[config.mk]
export PLATFORM = sky130hd
export DESIGN_NAME = bpc_scale
export DESIGN_NICKNAME = d
export VERILOG_FILES = /design/src/rtl/bpc_pkg.sv /design/src/rtl/bpc_scale.sv
export SDC_FILE = /design/constraint.sdc
export NUM_CORES = 2
export LEC_CHECK = 0
export BUFFER_PORTS_ARGS = -buffer_cell sky130_fd_sc_hd__buf_2
export CORE_UTILIZATION = 45
export DETAILED_ROUTE_END_ITERATION = 8
export GPL_TIMING_DRIVEN = 0
export PLACE_DENSITY = 0.63
export SYNTH_ARGS = -nofsm -noshare
export SYNTH_HDL_FRONTEND = slang
export SYNTH_SLANG_ARGS = --single-unit
[constraint.sdc]
create_clock -name i_clk -period 9.6 [get_ports i_clk]
set_input_delay 0.96 -clock i_clk [delete_from_list [all_inputs] [get_ports i_clk]]
set_output_delay 0.96 -clock i_clk [all_outputs]
set_load 0.005 [all_outputs]
[src/rtl/bpc_pkg.sv]
package bpc_pkg;

    // Field widths
    localparam int RAW_W  = 24;
    localparam int Q_FRAC = 24;
    localparam int PS_W   = 32;
    localparam int OSR_N  = 8;
    localparam int OSR_W  = 3;
    localparam int REC_W  = 32;
    localparam int PRES_W = 32;
    localparam int TEMP_W = 24;
    localparam int CFG_W  = 64;
    localparam int ADDR_W = 3;

    // Oversampling scale factors
    localparam logic [63:0] OSR_K0 = 64'd524288;
    localparam logic [63:0] OSR_K1 = 64'd1572864;
    localparam logic [63:0] OSR_K2 = 64'd3670016;
    localparam logic [63:0] OSR_K3 = 64'd7864320;
    localparam logic [63:0] OSR_K4 = 64'd253952;
    localparam logic [63:0] OSR_K5 = 64'd516096;
    localparam logic [63:0] OSR_K6 = 64'd1040384;
    localparam logic [63:0] OSR_K7 = 64'd2088960;
    localparam logic [63:0] ONE48  = 64'd1 << 48;

    // Rounded reciprocals round(2^48 / k)
    localparam logic [63:0] REC0 = (ONE48 + OSR_K0 / 2) / OSR_K0;
    localparam logic [63:0] REC1 = (ONE48 + OSR_K1 / 2) / OSR_K1;
    localparam logic [63:0] REC2 = (ONE48 + OSR_K2 / 2) / OSR_K2;
    localparam logic [63:0] REC3 = (ONE48 + OSR_K3 / 2) / OSR_K3;
    localparam logic [63:0] REC4 = (ONE48 + OSR_K4 / 2) / OSR_K4;
    localparam logic [63:0] REC5 = (ONE48 + OSR_K5 / 2) / OSR_K5;
    localparam logic [63:0] REC6 = (ONE48 + OSR_K6 / 2) / OSR_K6;
    localparam logic [63:0] REC7 = (ONE48 + OSR_K7 / 2) / OSR_K7;

    localparam logic [REC_W-1:0] RECIP [OSR_N] = '{
        REC0[REC_W-1:0], REC1[REC_W-1:0], REC2[REC_W-1:0], REC3[REC_W-1:0],
        REC4[REC_W-1:0], REC5[REC_W-1:0], REC6[REC_W-1:0], REC7[REC_W-1:0]
    };

    localparam logic [OSR_W-1:0] OSR_RESET = 3'd6;

    // Register indexes
    typedef enum logic [ADDR_W-1:0] {
        REG_CALIB_LOW  = 3'd0,
        REG_CALIB_MID  = 3'd1,
        REG_CALIB_HIGH = 3'd2,
        REG_P_OSR      = 3'd3,
        REG_T_OSR      = 3'd4
    } t_reg_idx;

    // Unpacked calibration set
    typedef struct packed {
        logic signed [11:0] c0;
        logic signed [11:0] c1;
        logic signed [19:0] c00;
        logic signed [19:0] c10;
        logic signed [15:0] c01;
        logic signed [15:0] c11;
        logic signed [15:0] c20;
        logic signed [15:0] c21;
        logic signed [15:0] c30;
        logic [OSR_W-1:0]   p_osr;
        logic [OSR_W-1:0]   t_osr;
    } t_coef;

endpackage

[src/rtl/bpc_scale.sv]
module bpc_scale
    import bpc_pkg::*;
(
    input  logic                   i_clk,
    input  logic                   i_rst_n,
    input  logic                   i_en,
    input  logic                   i_vld,
    input  logic [RAW_W-1:0]       i_raw_p,
    input  logic [RAW_W-1:0]       i_raw_t,
    input  logic [OSR_W-1:0]       i_p_osr,
    input  logic [OSR_W-1:0]       i_t_osr,
    output logic                   o_vld,
    output logic signed [PS_W-1:0] o_ps,
    output logic signed [PS_W-1:0] o_ts
);

    localparam int PROD_W = RAW_W + REC_W + 1;
    localparam logic signed [PROD_W-1:0] HALF = PROD_W'(64'd1 << (Q_FRAC - 1));

    logic [1:0]               r_vld;
    logic signed [PROD_W-1:0] r_prod_p;
    logic signed [PROD_W-1:0] r_prod_t;
    logic signed [PROD_W-1:0] n_prod_p;
    logic signed [PROD_W-1:0] n_prod_t;
    logic signed [PROD_W-1:0] n_rnd_p;
    logic signed [PROD_W-1:0] n_rnd_t;
    logic signed [PS_W-1:0]   r_ps;
    logic signed [PS_W-1:0]   r_ts;

    // Multiply each reading by its reciprocal
    always_comb begin
        n_prod_p = $signed(i_raw_p) * $signed({1'b0, RECIP[i_p_osr]});
        n_prod_t = $signed(i_raw_t) * $signed({1'b0, RECIP[i_t_osr]});
        n_rnd_p  = (r_prod_p + HALF) >>> Q_FRAC;
        n_rnd_t  = (r_prod_t + HALF) >>> Q_FRAC;
    end

    // Advance valid bits
    always_ff @(posedge i_clk) begin
        if (!i_rst_n) begin
            r_vld <= '0;
        end else if (i_en) begin
            r_vld <= {r_vld[0], i_vld};
        end
    end

    // Advance payload
    always_ff @(posedge i_clk) begin
        if (i_en) begin
            r_prod_p <= n_prod_p;
            r_prod_t <= n_prod_t;
            r_ps     <= n_rnd_p[PS_W-1:0];
            r_ts     <= n_rnd_t[PS_W-1:0];
        end
    end

    assign o_vld = r_vld[1];
    assign o_ps  = r_ps;
    assign o_ts  = r_ts;

endmodule

After elaboration in Yosys (flattened, before gate mapping)
Memories as Yosys holds them, arrays and structs flattened.
Index checks and enable logic that the tools add are counted.
Widths: inputs -> output; s select.

operators by class
  magnitude comparators = 2
  muxes and demuxes = 4
  add/sub/neg operators = 2
  bitwise gates (word level) = 2
  multipliers = 2

operators by type and width
  operator                number
  $mux 32                 4
  $add 56x25->56 const B  2
  $mul 24x33->56          2
  $ge 4x4->1 const B      2
  $not 3->4               2

storage, ports and cells
  output and inout bits = 65
  input port bits = 58
  bits in read-only memories = 512
  memories = 2
  bits in registers = 178

memory list
  name              words  width  rd ports  clocked after Yosys merged registers in  wr ports  line             source
  (name not given)  8      32     1         0                                        0         bpc_scale.sv:33  n_prod_t = $signed(i_raw_t) * $signed({1'b0, RECIP[i_t_osr]});
  (name not given)  8      32     1         0                                        0         bpc_scale.sv:32  n_prod_p = $signed(i_raw_p) * $signed({1'b0, RECIP[i_p_osr]});

Logic depth before layout (Yosys ltp)
  depth after elaboration = 5
  depth in mapped cells = 32
  gate-level depth less buffers = 30

Worst setup path before layout
OpenSTA, ideal clock, no wires.

  kind = input to register
  start = in i_t_osr[2]
  end = reg r_prod_t[50] (data pin)
  path buffers = 5
  setup slack = 1.471 ns
  arrival time = 7.869 ns
  cell stages on the path = 27
  cell sequence = buf_2 clkbuf_1 clkbuf_1 clkbuf_1 nor2_1 fa_1 inv_1 fa_1 inv_1 fa_1 fa_1 fa_1 fa_1 inv_1 fa_1 inv_1 ha_1 clkbuf_2 and3_1 nand2_1 nor3_2 or4b_1 nor3_2 nor2_4 o311ai_2 a221oi_2 xnor2_1

on the way
  cells in the longest elaborated chain, start to end = 5

RTL lines
  what                                         line             source
  start: declaration                           bpc_scale.sv:11  input logic [OSR_W-1:0] i_t_osr,
  $not 3->4 (not written as such)              bpc_scale.sv:33
  $mem_v2 8x32                                 --
  $mux 32 (not written as such) (2 in series)  bpc_scale.sv:33
  $mul 24x33->56                               bpc_scale.sv:33
  named net n_prod_t[50]                       bpc_scale.sv:24  logic signed [PROD_W-1:0] n_prod_t;
  end signal: assignment                       bpc_scale.sv:51  r_prod_t <= n_prod_t;
  end: declaration                             bpc_scale.sv:22  logic signed [PROD_W-1:0] r_prod_t;

The timed path passes the listed nets, and every way through them passes these cells. The select of a mux whose other input is x is not followed.
A chain may end at the register's enable or synchronous reset.

Worst setup path in the final report
  start = in i_p_osr[0]
  end = reg r_prod_p[48] (data pin)

on the way
  cells in the longest elaborated chain, start to end = 5

RTL lines
  what                                         line             source
  start: declaration                           bpc_scale.sv:10  input logic [OSR_W-1:0] i_p_osr,
  $not 3->4 (not written as such)              bpc_scale.sv:32
  $mem_v2 8x32                                 --
  $mux 32 (not written as such) (2 in series)  bpc_scale.sv:32
  $mul 24x33->56                               bpc_scale.sv:32
  named net n_prod_p[48]                       bpc_scale.sv:23  logic signed [PROD_W-1:0] n_prod_p;
  end signal: assignment                       bpc_scale.sv:50  r_prod_p <= n_prod_p;
  end: declaration                             bpc_scale.sv:21  logic signed [PROD_W-1:0] r_prod_p;

The timed path passes the listed nets, and every way through them passes these cells. The select of a mux whose other input is x is not followed.

==> impl_metrics.csv <==
group,metric,value,unit
floorplan,die_width,325,microns
cts,root_buffer,"clkbuf_16",
final_layout,nets,6893,
logic_synthesis,syn_area_per_cell,9.31,sq um
setup_path,required,9.80,ns
logic_synthesis,synth_edf_count,130,
sta,slew_violations,0,
logic_synthesis,yosys_warnings,0,
power,seq_power_share,0.096,
final_layout,multi_input_area,36600,sq um
sta,final.min_clock_period,9.47,ns
floorplan,start_util,0.453,
place,post-dp-hpwl,139000,microns
cts,cts_buffers,17,
place,place_congestion,1.03,
logic_synthesis,synthArstFlopShare,0,
route,drt_iter0_drc,2580,
sta,relSlewSlack,0.188,
power,power.internal,7.31,mW
power,power-per-cell-area,334,nW/um^2
logic_synthesis,synth_cell_types,73,
global_route,grt_pass1_wl,233000,microns
floorplan,dieArea,105000,sq um
final_layout,fin_util,0.483,
power,pwr-share-comb,0.863,
logic_synthesis,synth_area,46900,sq um
setup_path,path_class,"primary input to register",
power,power_switching,9.37,mW
setup_path,crit_path_frequent_cell,"fa_1",
floorplan,ios,123,
route,drc,0,
logic_synthesis,ys_ff_latch,132,
cts,numClockSinks,132,
sta,max_freq,106,MHz
setup_path,cp-end-kind,"register",
cts,clkTransAtPathRegs,0.07,ns
setup_path,critPathLaunchType,"primary input",
route,vias_per_cell,5.19,
run,max-cap-violations,0,
cts,cts_tree,"yes",
global_route,antenna_found_initial,3,
cts,hold_buffers,0,
power,ir_drop,0.000583,V
sta,tightest_slew,1.18,ns
cts,cts_setup_buffers,0,
global_route,grt_pass1_vias,36869,
route,wl,156000,microns
status,run_status,"finished, final reports clean",
global_route,grt_start_max_net_pins,102,
final_layout,final_common_cell,"inv_1",
route,ant_nets,0,
place,placed_area,49300,sq um
sta,setup_viol,0,
setup_path,critPathMaxFanout,10,
final_layout,layout-drive-gt1-share,0.0447,
setup_path,slowest_delay,0.67,ns
route,drt_first_pass_iters,6,
final_layout,fill_cells,10094,
power,p_clk_frac,0.042,
cts,cts_max_level,4,
floorplan,rows,118,
route,wl_per_cell,23.8,microns
power,switching_share,0.562,
setup_path,slowest_stage,"clkbuf_1",
logic_synthesis,synthCells,5033,
global_route,grt-ovfl-total,0,
final_layout,layout_common_cells,"inv_1, fa_1, ha_1",
global_route,grt_use_total,0.303,
hold_path,holdCritPathClass,"register to register",
logic_synthesis,ys_seq_area_frac,0.0842,
place,pre_cts_slack,-1.35,ns
final_layout,finish.instance_area,50000,sq um
setup_path,arrival,9.67,ns
sta,rsz0062_at_grt,"yes",
place,portBuffers,121,
cts,clk_path_buf_depth,2,
logic_synthesis,synth-main-ff-cell,"edfxtp_1",
route,dr_total_vias,34109,
sta,finalCritPeriodShare,0.986,
final_layout,layout-area-overhead-vs-synth,6.63,%
sta,worst_clock_skew,0.0160,ns
final_layout,seq_area,3940,sq um
sta,hold_violations,0,
floorplan,die_y,325,microns
sta,setup_slack,0.135,ns
cts,insertion_delay,0.46,ns
floorplan,coreArea,103000,sq um
power,leakage,27.5,nW
logic_synthesis,synth_fp_nets,6754,
==> cell families after synthesis <==
logic type	count (synthesis)	synth area share
AOI/OAI and AO/OA	314	0.0433
buffers and inverters	1707	0.137
and+or+nand+nor	1079	0.114
xor gates and xnor gates	132	0.0247
muxes	6	0.00128
adders and majority gates	1663	0.595
DFF	132	0.0842
==> repair_timing <==
| item | 4_1_cts | 5_1_grt |
|---|---|---|
| cloned | 0 | 0 |
| resized for setup | 26 | 42 |
| endpoints found under the setup margin | 38 | 34 |
==> per-stage QoR <==
| stage | instances | setup TNS [ns] | hold slack, ns | power (mW) |
|---|---|---|---|---|
| finish | 6567 | 0 | 0.527 | 16.7 |
| global route | 6565 | -0.0118 | 0.560 | 18.4 |
| CTS | 6569 | 0 | 0.533 | 16.6 |
| global placement | 6534 | -41.90 | 0.496 | 15.5 |
| detailed placement | 6538 | -38.51 | 0.518 | 15.7 |
| floorplan | 5033 | 0 | 0.482 | 11.3 |
==> sequential cells by signal, indices dropped and copies added (netlist names) <==
name and flops:
o_ts 32, r_prod_p 33, r_prod_t 33, o_ps 32, r_vld 2
==> power by group through the flow <==
stage	Combinational (mW)	Sequential, mW	Clock (mW)
3_3_place_gp	13.9	1.60	0
5_1_grt	16.1	1.62	0.724
2_1_floorplan	9.74	1.54	0
3_5_place_dp	14.1	1.61	0
4_1_cts	14.3	1.60	0.703
6_report	14.4	1.60	0.692
==> layout make-up <==
class | instances | area share
antenna | 2 | 0.000100
buffer | 126 | 0.0104
clock buffer | 17 | 0.00851
clock inverter | 15 | 0.00358
inverter | 1576 | 0.118
multi-input combinational | 3194 | 0.732
sequential | 132 | 0.0789
tap | 1380 | 0.0346
timing repair buffer | 125 | 0.0133
==> synthesized netlist by cell type, types with 9 or more instances <==
library cell,n,area share
inv_1,1576,0.13
fa_1,945,0.40
ha_1,718,0.19
nand2_1,401,0.032
and2_1,299,0.040
nor2_1,140,0.011
edfxtp_1,130,0.083
clkbuf_1,123,0.0099
a21oi_1,94,0.010
xnor2_1,92,0.017
o21ai_0,80,0.0085
nand3_1,57,0.0061
nor2b_1,56,0.0075
and3_1,43,0.0057
xor2_1,40,0.0075
a21o_1,30,0.0048
nand4_1,19,0.0025
nor3_1,19,0.0020
o21bai_1,16,0.0026
o21a_1,13,0.0021
or2_2,13,0.0017
nand2b_1,12,0.0016
a211oi_1,9,0.0014
a31oi_1,9,0.0012
==> routing by layer <==
metal,vias up,global-route usage,routed length [microns]
met5,-,0,15
met4,2,0.145,9050
met3,341,0.0473,11300
met2,1363,0.507,73400
met1,17172,0.384,62500
li1,15231,-,-
==> worst paths after layout <==
check | start | end | slack [ns] | cells past startpoint
max | i_p_osr[0] | r_prod_p[48] | 0.13 | 27
max reg2reg | r_prod_t[23] | o_ts[31] | 7.04 | 9
min | r_vld[0] | r_vld[0] | 0.53 | 2
min reg2reg | r_vld[0] | r_vld[0] | 0.53 | 2
==> critical path, delay by kind of cell <==
family                   cells  cell delay [ns]
adder cells (fa/ha/maj)      8             3.74
XOR/XNOR                     1             0.16
buffers and inverters        7             1.41
AND/OR/NAND/NOR              5             1.37
AO/OA/AOI/OAI                6             2.00
Power figures use the tool's default switching activity.
